[src/sv/ttc_pkg.sv]
// Shared constants, types and trit functions for the ternary trit table cipher.
`timescale 1ns / 1ps
`default_nettype none

package ttc_pkg;

    localparam int KEY_DEPTH = 256;
    localparam int KEY_AW    = (KEY_DEPTH > 1) ? $clog2(KEY_DEPTH) : 1;

    localparam int KEY_IDX_W = 8;
    localparam int KEY_BYTE_W = 8;
    localparam int TRITS_W   = 12;
    localparam int VALUE_W   = 16;
    localparam int RESULT_W  = 10;
    localparam int CFG_IDX_W = 1;
    localparam int CFG_DATA_W = 8;

    localparam logic [9:0]  TRIT_MOD    = 10'd729;
    localparam logic [16:0] MOD_RECIP   = 17'd92057;
    localparam int          RECIP_SHIFT = 26;
    localparam int          QUOT_W      = 7;

    localparam logic [9:0] TRIT_W [6] = '{10'd243, 10'd81, 10'd27, 10'd9, 10'd3, 10'd1};

    localparam logic KIND_KEY_LOAD = 1'b0;
    localparam logic KIND_DATA     = 1'b1;

    localparam logic [CFG_IDX_W-1:0] REG_DIRECTION  = 1'b0;
    localparam logic [CFG_IDX_W-1:0] REG_KEY_LENGTH = 1'b1;

    localparam logic [1:0] TRIT_ZERO = 2'd0;
    localparam logic [1:0] TRIT_ONE  = 2'd1;
    localparam logic [1:0] TRIT_TWO  = 2'd2;

    typedef struct packed {
        logic                  load;
        logic                  lookup;
        logic [KEY_IDX_W-1:0]  index;
        logic [TRITS_W-1:0]    trits;
    } key_req_t;

    // Splits a value below 729 into six trits, the heaviest in the top two bits.
    function automatic logic [TRITS_W-1:0] pack_trits(input logic [9:0] v);
        logic [9:0]         rem;
        logic [TRITS_W-1:0] p;
        rem = v;
        p   = '0;
        for (int i = 0; i < 6; i++)
        begin
            if (rem >= (TRIT_W[i] << 1))
            begin
                p[2*(5-i) +: 2] = TRIT_TWO;
                rem = rem - (TRIT_W[i] << 1);
            end
            else if (rem >= TRIT_W[i])
            begin
                p[2*(5-i) +: 2] = TRIT_ONE;
                rem = rem - TRIT_W[i];
            end
            else
            begin
                p[2*(5-i) +: 2] = TRIT_ZERO;
            end
        end
        return p;
    endfunction

    // Self-inverse table: a key trit of zero swaps data trits zero and two.
    function automatic logic [1:0] combine_trit(input logic [1:0] d, input logic [1:0] k);
        logic [1:0] r;
        r = d;
        if (k == TRIT_ZERO)
        begin
            if (d == TRIT_ZERO)
                r = TRIT_TWO;
            else if (d == TRIT_TWO)
                r = TRIT_ZERO;
        end
        return r;
    endfunction

endpackage

`default_nettype wire

[src/sv/ttc_key_store.sv]
// Key trit memory with the key position counter and a registered read port.
`timescale 1ns / 1ps
`default_nettype none

module ttc_key_store (
    input  wire logic                         clk,
    input  wire logic                         rst_n,
    input  wire ttc_pkg::key_req_t            req,
    input  wire logic [ttc_pkg::KEY_IDX_W-1:0] key_length,
    output logic      [ttc_pkg::TRITS_W-1:0]  key_trits
);
    import ttc_pkg::*;

    logic [TRITS_W-1:0]   mem [KEY_DEPTH];
    logic [TRITS_W-1:0]   rd_data_reg;
    logic                 rd_in_range_reg;
    logic [KEY_IDX_W-1:0] pos_reg;
    logic [KEY_IDX_W-1:0] pos_next;
    logic [KEY_IDX_W:0]   pos_inc;
    logic                 wr_in_range;
    logic                 rd_in_range;

    assign wr_in_range = ({1'b0, req.index} < (KEY_IDX_W+1)'(KEY_DEPTH));
    assign rd_in_range = ({1'b0, pos_reg} < (KEY_IDX_W+1)'(KEY_DEPTH));
    assign pos_inc     = {1'b0, pos_reg} + (KEY_IDX_W+1)'(1);

    always_comb
    begin
        pos_next = pos_reg;
        if (req.load)
            pos_next = '0;
        else if (req.lookup)
            pos_next = (pos_inc >= {1'b0, key_length}) ? '0 : pos_inc[KEY_IDX_W-1:0];
    end

    always_ff @(posedge clk)
    begin
        if (req.load && wr_in_range)
            mem[req.index[KEY_AW-1:0]] <= req.trits;
        if (req.lookup)
            rd_data_reg <= mem[pos_reg[KEY_AW-1:0]];
    end

    always_ff @(posedge clk or negedge rst_n)
    begin
        if (!rst_n)
        begin
            pos_reg         <= '0;
            rd_in_range_reg <= 1'b0;
        end
        else
        begin
            pos_reg <= pos_next;
            if (req.lookup)
                rd_in_range_reg <= rd_in_range;
        end
    end

    assign key_trits = rd_in_range_reg ? rd_data_reg : '0;

endmodule

`default_nettype wire

[src/sv/ternary_trit_table_cipher.sv]
// Top level of the ternary trit table cipher: stream ports, registers and trit pipeline.
//
//  Channel  Direction  Transfer condition      Contents
//  s_*      in         s_tvalid && s_tready    key load or data item
//  m_*      out        m_tvalid && m_tready    one result per data item
//  cfg_*    in         cfg_we                  direction, key_length
//
// One item is accepted per cycle unless a stalled output has filled every stage; a
// data item's result passes the key memory read followed by four pipeline stages
// (reciprocal multiply, remainder, trit split, table and recombination).
// Reset clears the pipeline, key position and direction and sets key_length to 1;
// key memory is undefined until loaded. A stalled output fills the empty stages first.
`timescale 1ns / 1ps
`default_nettype none

module ternary_trit_table_cipher (
    input  wire logic                           clk,
    input  wire logic                           rst_n,
    input  wire logic                           s_tvalid,
    output logic                                s_tready,
    input  wire logic [31:0]                    s_tdata,  // key_index, key_byte, data_value
    input  wire logic                           s_tuser,  // kind
    output logic                                m_tvalid,
    input  wire logic                           m_tready,
    output logic      [15:0]                    m_tdata,  // result_value, zero fill
    input  wire logic                           cfg_we,
    input  wire logic [ttc_pkg::CFG_IDX_W-1:0]  cfg_index,
    input  wire logic [ttc_pkg::CFG_DATA_W-1:0] cfg_data
);
    import ttc_pkg::*;

    logic                  direction_reg;
    logic [KEY_IDX_W-1:0]  key_length_reg;

    logic [KEY_IDX_W-1:0]  in_key_index;
    logic [KEY_BYTE_W-1:0] in_key_byte;
    logic [VALUE_W-1:0]    in_data_value;
    logic                  accept;
    logic                  accept_data;

    key_req_t              key_req;
    logic [TRITS_W-1:0]    key_trits;

    logic                  v1_reg, v2_reg, v3_reg, v4_reg, out_valid_reg;
    logic                  take1, take2, take3, take4, take_out;

    logic [VALUE_W-1:0]    val1_reg;
    logic [VALUE_W-1:0]    val2_reg;
    logic [QUOT_W-1:0]     quot2_reg;
    logic [TRITS_W-1:0]    key2_reg, key3_reg, key4_reg;
    logic [9:0]            rem3_reg;
    logic [TRITS_W-1:0]    dtrits4_reg;
    logic [RESULT_W-1:0]   out_data_reg;

    logic [VALUE_W+16:0]   product;
    logic [16:0]           rem_raw;
    logic [16:0]           rem_fix;
    logic [RESULT_W-1:0]   sum;
    logic [RESULT_W-1:0]   result;

    assign in_key_index  = s_tdata[7:0];
    assign in_key_byte   = s_tdata[15:8];
    assign in_data_value = s_tdata[31:16];

    assign take_out = !out_valid_reg || m_tready;
    assign take4    = !v4_reg || take_out;
    assign take3    = !v3_reg || take4;
    assign take2    = !v2_reg || take3;
    assign take1    = !v1_reg || take2;

    assign s_tready    = take1;
    assign accept      = s_tvalid && take1;
    assign accept_data = accept && (s_tuser == KIND_DATA);

    always_comb
    begin
        key_req.load   = accept && (s_tuser == KIND_KEY_LOAD);
        key_req.lookup = accept_data;
        key_req.index  = in_key_index;
        key_req.trits  = pack_trits({2'b00, in_key_byte});
    end

    ttc_key_store u_key_store (
        .clk        (clk),
        .rst_n      (rst_n),
        .req        (key_req),
        .key_length (key_length_reg),
        .key_trits  (key_trits)
    );

    always_ff @(posedge clk or negedge rst_n)
    begin
        if (!rst_n)
        begin
            direction_reg  <= 1'b0;
            key_length_reg <= KEY_IDX_W'(1);
        end
        else if (cfg_we)
        begin
            case (cfg_index)
                REG_DIRECTION:  direction_reg  <= cfg_data[0];
                REG_KEY_LENGTH: key_length_reg <= cfg_data[KEY_IDX_W-1:0];
                default:        ;
            endcase
        end
    end

    always_ff @(posedge clk or negedge rst_n)
    begin
        if (!rst_n)
        begin
            v1_reg        <= 1'b0;
            v2_reg        <= 1'b0;
            v3_reg        <= 1'b0;
            v4_reg        <= 1'b0;
            out_valid_reg <= 1'b0;
        end
        else
        begin
            if (take1)
                v1_reg <= accept_data;
            if (take2)
                v2_reg <= v1_reg;
            if (take3)
                v3_reg <= v2_reg;
            if (take4)
                v4_reg <= v3_reg;
            if (take_out)
                out_valid_reg <= v4_reg;
        end
    end

    assign product = val1_reg * MOD_RECIP;
    assign rem_raw = {1'b0, val2_reg} - (17'(quot2_reg) * 17'(TRIT_MOD));
    assign rem_fix = (rem_raw >= 17'(TRIT_MOD)) ? (rem_raw - 17'(TRIT_MOD)) : rem_raw;

    always_comb
    begin
        sum = '0;
        for (int i = 0; i < 6; i++)
        begin
            sum = sum + TRIT_W[i] * RESULT_W'(combine_trit(dtrits4_reg[2*(5-i) +: 2],
                                                           key4_reg[2*(5-i) +: 2]));
        end
        result = direction_reg ? {2'b00, sum[7:0]} : sum;
    end

    always_ff @(posedge clk)
    begin
        if (take1)
            val1_reg <= in_data_value;
        if (take2)
        begin
            val2_reg  <= val1_reg;
            quot2_reg <= product[RECIP_SHIFT +: QUOT_W];
            key2_reg  <= key_trits;
        end
        if (take3)
        begin
            rem3_reg <= rem_fix[9:0];
            key3_reg <= key2_reg;
        end
        if (take4)
        begin
            dtrits4_reg <= pack_trits(rem3_reg);
            key4_reg    <= key3_reg;
        end
        if (take_out)
            out_data_reg <= result;
    end

    assign m_tvalid = out_valid_reg;
    assign m_tdata  = {6'b000000, out_data_reg};

endmodule

`default_nettype wire
[config.mk]
export PLATFORM = sky130hd
export DESIGN_NAME = ternary_trit_table_cipher
export DESIGN_NICKNAME = d
export VERILOG_FILES = /design/src/sv/ttc_pkg.sv /design/src/sv/ttc_key_store.sv /design/src/sv/ternary_trit_table_cipher.sv
export SDC_FILE = /design/constraint.sdc
export NUM_CORES = 2
export LEC_CHECK = 0
export BUFFER_PORTS_ARGS = -buffer_cell sky130_fd_sc_hd__buf_2
export CAP_MARGIN = 30
export CORE_MARGIN = 1
export CORE_UTILIZATION = 45
export CTS_BUF_LIST = sky130_fd_sc_hd__clkbuf_4
export DETAILED_ROUTE_END_ITERATION = 6
export SLEW_MARGIN = 20
export SYNTH_ARGS = -nofsm -noshare
export SYNTH_HDL_FRONTEND = slang
export SYNTH_SLANG_ARGS = --single-unit
[constraint.sdc]
create_clock -name clk -period 7.4 [get_ports clk]
set_clock_uncertainty 0.15 [all_clocks]
set_input_delay 0.37 -clock clk [delete_from_list [all_inputs] [get_ports clk]]
set_output_delay 0.37 -clock clk [all_outputs]
set_load 0.005 [all_outputs]
; Yosys cells after proc, flatten, opt, wreduce, memory -nomap -nowiden
; Memory sizes are Yosys's and may differ from the RTL's. A register that Yosys moved wholly into a read port is not among the register bits.
; Cells that the tools add are included.
[totals]
regBits = 142
ramBits = 2816
n_memories = 1
in_bits = 47
out_inout_bits = 18
wordCells = 186
[memory_table]
columns = memory, depth, width, read_ports, rd_ports_with_merged_regs, write_ports, line_no
row1 = u_key_store.mem, 256, 11, 1, 1, 1, ttc_key_store.sv:14  ; logic [TRITS_W-1:0] mem [KEY_DEPTH];
[op_classes]
magnitude_cmp = 25
mux = 65
n_eq_ne = 6
n_mul = 7
n_addsub = 27
bitwise = 2
reduce_logical = 28
[op_table]
columns = op, count
row1 = $mux W10, 25
row2 = $mux W2, 23
row3 = $ge A10 B2 Y1 const B, 4
row4 = $ge A10 B5 Y1 const B, 4
row5 = $sub A10 B5 Y10 const B, 4
row6 = $mul A16 B17 Y33 const B, 1
row7 = $ge A10 B8 Y1 const B, 3
row8 = $sub A10 B8 Y10 const B, 3
row9 = $logic_not A2 Y1, 12
row10 = $mux W8, 3
row11 = $ge A10 B1 Y1 const B, 2
row12 = $ge A10 B3 Y1 const B, 2
row13 = $ge A10 B4 Y1 const B, 2
row14 = $ge A10 B6 Y1 const B, 2
row15 = $ge A10 B7 Y1 const B, 2
row16 = $sub A10 B2 Y10 const B, 2
row17 = $sub A10 B3 Y10 const B, 2
row18 = $sub A10 B4 Y10 const B, 2
row19 = $sub A10 B6 Y10 const B, 2
row20 = $sub A10 B7 Y10 const B, 2
row21 = $ge A17 B10 Y1 const B, 1
row22 = $mul A7 B10 Y17 const B, 1
row23 = $sub A16 B17 Y17, 1
row24 = $mux W1, 14
row25 = 24 further kinds, 41

; Depth between registers and ports, before layout
[depth]
word_depth = 22
ltp_mapped = 36

; Hierarchy
; A second synthesis with hierarchy kept.
[unflattened]
hier_cells = 7373
hier_area_um2 = 136757.4
[modules_own_cells]
columns = mod, instances, area_each_um2, cells_per_inst, seq_area_each_um2
row1 = ttc_key_store, 1, 120332.9, 5722, 92834.0
row2 = ternary_trit_table_cipher, 1, 16424.5, 1651, 3564.7

; Worst setup path before layout
; OpenSTA, ideal clock, no wires.
[synth_timing]
path_type = input port to flip-flop
from = in s_tdata[8]
to = mem u_key_store.mem[0][0] (netlist bit), data pin
n_path_buf = 2
slack_ns = -44.503
t_required_ns = 4.446
cell_stages = 33
t_arrival_ns = 48.949
setup_time_ns = 2.804
cell_sequence = ha_1 > or3_1 > o21ai_0 > a21o_1 > inv_1 > ha_1 > a22oi_1 > and2_1 > buf_4 > o21ai_0 > inv_1 > a221oi_1 > ha_1 > o211ai_1 > a31o_2 > and2_1 > nand2_1 > inv_1 > xnor2_1 > inv_1 > ha_1 > a31o_2 > o21a_1 > buf_2 > nand2b_1 > xnor2_1 > inv_1 > ha_1 > a21oi_1 > o2111ai_1 > a21oi_1 > xnor2_1 > nor4_1
[synth_lines]
columns = item, line_no
row1 = start: declaration, ternary_trit_table_cipher.sv:21  ; input wire logic [31:0] s_tdata,
row2 = end: declaration, ttc_key_store.sv:14

; Final worst setup path
[layout_timing]
from = reg rem3_reg[1]
to = reg dtrits4_reg[1], data pin
[layout_via]
elab_chain_cells = 21
elab_cells_between_ends = 36
classes_between = add/sub (10) / order compare (11) / mux (15)
[layout_lines]
columns = item, line_no
row1 = start: declaration, ternary_trit_table_cipher.sv:51  ; logic [9:0] rem3_reg;
row2 = start signal: assignment, ternary_trit_table_cipher.sv:160  ; rem3_reg <= rem_fix[9:0];
row3 = $sub A10 B8 Y10 or $ge A10 B8 Y1 (tied branches), "ttc_pkg.sv:58, ttc_pkg.sv:55"
row4 = $mux W10, ttc_pkg.sv:55  ; else if (rem >= TRIT_W[i])
row5 = $mux W10 (*), ttc_pkg.sv:50  ; if (rem >= (TRIT_W[i] << 1))
row6 = $mux W10 (*), ternary_trit_table_cipher.sv:163  ; if (take4)
row7 = $sub A10 B7 Y10 or $ge A10 B7 Y1 (tied branches), "ttc_pkg.sv:58, ttc_pkg.sv:55"
row8 = $mux W10, ttc_pkg.sv:55
row9 = $mux W10 (*), ttc_pkg.sv:50
row10 = $mux W10 (*), ternary_trit_table_cipher.sv:163
row11 = [5 not listed], --
row12 = $mux W10, ttc_pkg.sv:55
row13 = $mux W10 (*), ttc_pkg.sv:50
row14 = $mux W10 (*), ternary_trit_table_cipher.sv:163
row15 = $sub A10 B2 Y10 or $ge A10 B2 Y1 (tied branches), "ttc_pkg.sv:58, ttc_pkg.sv:55"
row16 = $mux W10, ttc_pkg.sv:55
row17 = $mux W10 (*), ttc_pkg.sv:50
row18 = $mux W10 (*), ternary_trit_table_cipher.sv:163
row19 = $ge A10 B2 Y1 (*), ttc_pkg.sv:50
row20 = end signal: assignment, ternary_trit_table_cipher.sv:165  ; dtrits4_reg <= pack_trits(rem3_reg);
row21 = end: declaration, ternary_trit_table_cipher.sv:52  ; logic [TRITS_W-1:0] dtrits4_reg;
; Every way passes the cells marked *; elsewhere a longest branch is shown, timed or not. The select of a mux whose other input is x is not followed.
; A chain may end at the register's enable or synchronous reset.

==> results.ini <==
[run_status]
run_status = finished clean

[logic_synthesis]
synthFlopType = edfxtp_1
synthesis.area_per_instance_um2 = 20.7
synth_largest_type_area_fraction = 0.705
compound_cell_area_share_of_the_yosys_netlist = 0.0203
synth-edff-count = 2931
ys_warn_count = 0
adder_cell_share_of_the_synthesized_area = 0.0484
synth_most_common_cell = edfxtp_1
synth_top_family_by_area = multiplexers
synth_simple_gate_area_share = 0.0264
synth_xor_xnor_area_share = 0.00567
yosysSeqAreaShare = 0.710
ys_top_cells_by_count = edfxtp_1, mux4_2, nor2_1
synth.top_cells.by_area = edfxtp_1, mux4_2, ha_1
yosys-mux-area-fraction = 0.171
synthDominantAreaCellType = edfxtp_1
synth.distinct_cells = 105
synth_seq_cells = 2954
gate_count_of_the_mapped_netlist = 6034
synth_area_um2 = 125000
postSynth.asyncResetShare = 0.00779

[cells_and_area]
multiInputGateArea_um2 = 34400
num-nets-final = 7625
largest_register_ffs = 2816
layout-drive-gt1-share = 0.369
fillerInstances = 22000
area_overhead_vs_synth_pct = 15.3
ff_latch_area_um2 = 88600

[worst_setup_path]
end_kind = flop
timing.rr.start = rem3_reg[1]
max_stage_delay_on_crit_path_ps = 620
worst_setup_path_start_kind = flop
path_class = flop to flop
r2r_setup_slack_ps = 300
critical_path_peak_fanout = 6
worst_ep_required_time_ps = 8280
setup_crit_end = dtrits4_reg[1]
cpMaxStageDelayCell = or4b_2
reg_to_reg_end = dtrits4_reg[1]
crit_arrival_ps = 7980
worstRegToRegCells = 29
launch_point_of_the_critical_path = rem3_reg[1]
critical-path-top-cell-by-count = buf_4

[clock_tree]
cts-root-buf = clkbuf_4
cts_tree = built
clockBufferDepth = 4
cts-buffers-inserted = 729
cts.clk_slew.worst_paths_ps = 70
cts_max_level = 6
skew_pair_late_insertion_delay_ps = 1370
clock_sink_count = 2954

[global_route]
use_met2 = 0.355
grt_overflow = 0
grt_most_used_layer = met2
grt_start_max_net_pins = 256
antenna_found_initial = 15
gr-usage-met3 = 0.0470
via_count_of_the_first_global_routing_pass = 67800
grt_use_total = 0.226
grt_first_pass_wirelength_mm = 458
met1_grt_util = 0.316

[floorplan]
floorplan.die.width_um = 529
die_area_um2 = 279000
placement_rows = 192
core_area_um2 = 275000
number_of_top_level_pins = 65
floorplan.initialDensity = 0.454
floorplan_die_height_um = 529

[timing]
finalMaxSlewViolations = 0
hold_viol_final = 0
tightestPinTransition_ps = 1130
max_slew_margin = 0.244
achievable-frequency_ghz = 0.141
timing.setup.tns_ps = 0
min_period_ps = 7100
final_setup_violation_count = 0
layout_worst_path_cycle_share = 0.960

[routing]
drt_pass1_iterations = 6
post_drt_wl_per_cell_um = 27.4
post-route-drc-count = 0
count_of_routing_violations_after_the_opening_detailed_route_iteration = 5764
finalWirelength_mm = 313
num_vias = 65100
detail-route-antenna-nets = 0
vias_per_cell = 5.70

[placed_design]
detailedPlacementHpwl_mm = 190
place_congestion = 0.830
port_buffer_cells = 58

[pwr]
power.density_nw_per_um2 = 400
worst_case_vdd_ir_drop_mv = 1.37
power.total_uw = 57600
leakage_uw = 0.0468

[min_path]
hp-class = input pin to flop

[run]
maxCapViolations = 0

power breakdown:
part / switching (uW) / total (uW) / internal (uW)
clock network: 6470 / 13300 / 6860
logic: 14200 / 24600 / 10400
registers: 192 / 19700 / 19500
total: 20900 / 57600 / 36800
metrics by stage:
stage                     std cells  cell area (um^2)  setup slack (ps)  utilization  hold WS, ps
after CTS                     11400            143000              17.6        0.522         25.9
after global placement         9976            133000              -513        0.484          256
final                         11400            144000               299        0.524          172
after global routing          11400            144000             -43.1        0.524         75.2
after floorplan                6039            125000            -19230            -        -75.6
after detailed placement      10000            133000              -376        0.486          256
worst max-delay path: cells and delay by family, from the launching register on:
kind | cells | cell delay, ps
AOI/OAI and AO/OA | 6 | 1170
xor gates and xnor gates | 3 | 450
adders and majority gates | 4 | 1070
buffers and inverters | 5 | 650
DFF | 1 | 460
muxes | 1 | 320
and+or+nand+nor | 10 | 2550
worst min path at each step:
stage | cells after the start | endpoint | slack, ps | start
global route | 3 | val1_reg[1] | 80 | s_tdata[17]
global placement | 0 | key3_reg[7] | 260 | key2_reg[7]
CTS | 3 | val1_reg[1] | 30 | s_tdata[17]
finish | 4 | key_length_reg[2] | 170 | cfg_we
floorplan | 0 | direction_reg | -80 | rst_n
detailed placement | 0 | key3_reg[9] | 260 | key2_reg[9]
per-layer routing:
layer	wire length (um)	vias to the layer above
li1	-	27600
met1	130000	34500
met2	150000	2581
met3	23900	451
met4	8870	8
met5	61	-
area by class of cell:
type                       count  area share
clock buffer                1062      0.0554
antenna                       19    0.000330
inverter                     310     0.00829
sequential                  2954       0.616
tap                         3686      0.0320
multi-input combinational   2500       0.239
timing repair buffer         683      0.0409
clock inverter               198     0.00795
placed cells by master, fill, tap and decap left out, drive strengths merged, types with 20 or more instances in the layout:
cell,n
edfxtp,2931
clkbuf,1063
mux4,935
buf,594
nor2,351
inv,322
ha,263
clkinv,159
fa,137
nand2,102
dlygate4sd3,88
a21oi,74
o21ai,54
xnor2,53
nand3,44
a21o,30
nor3,30
and2,30
xor2,26
and3,22
dfrtp,22
nand4,21
o21a,20
a211oi,20
timing repair:
item,CTS,global route
endpoints found under the setup margin,2,824
gates resized for setup,3,36
hold buffers,89,0
hold endpoints to repair,735,0
pin swaps,1,11
buffers inserted,0,15
cells by family after synthesis:
group,after synthesis
AND/OR/NAND/NOR,701
buffers and inverters,585
AO/OA/AOI/OAI,354
XOR/XNOR,79
multiplexers,960
adder cells (fa/ha/maj),400
flip-flops,2954
other,1
No activity file was read; power rests on OpenSTA's default activity.
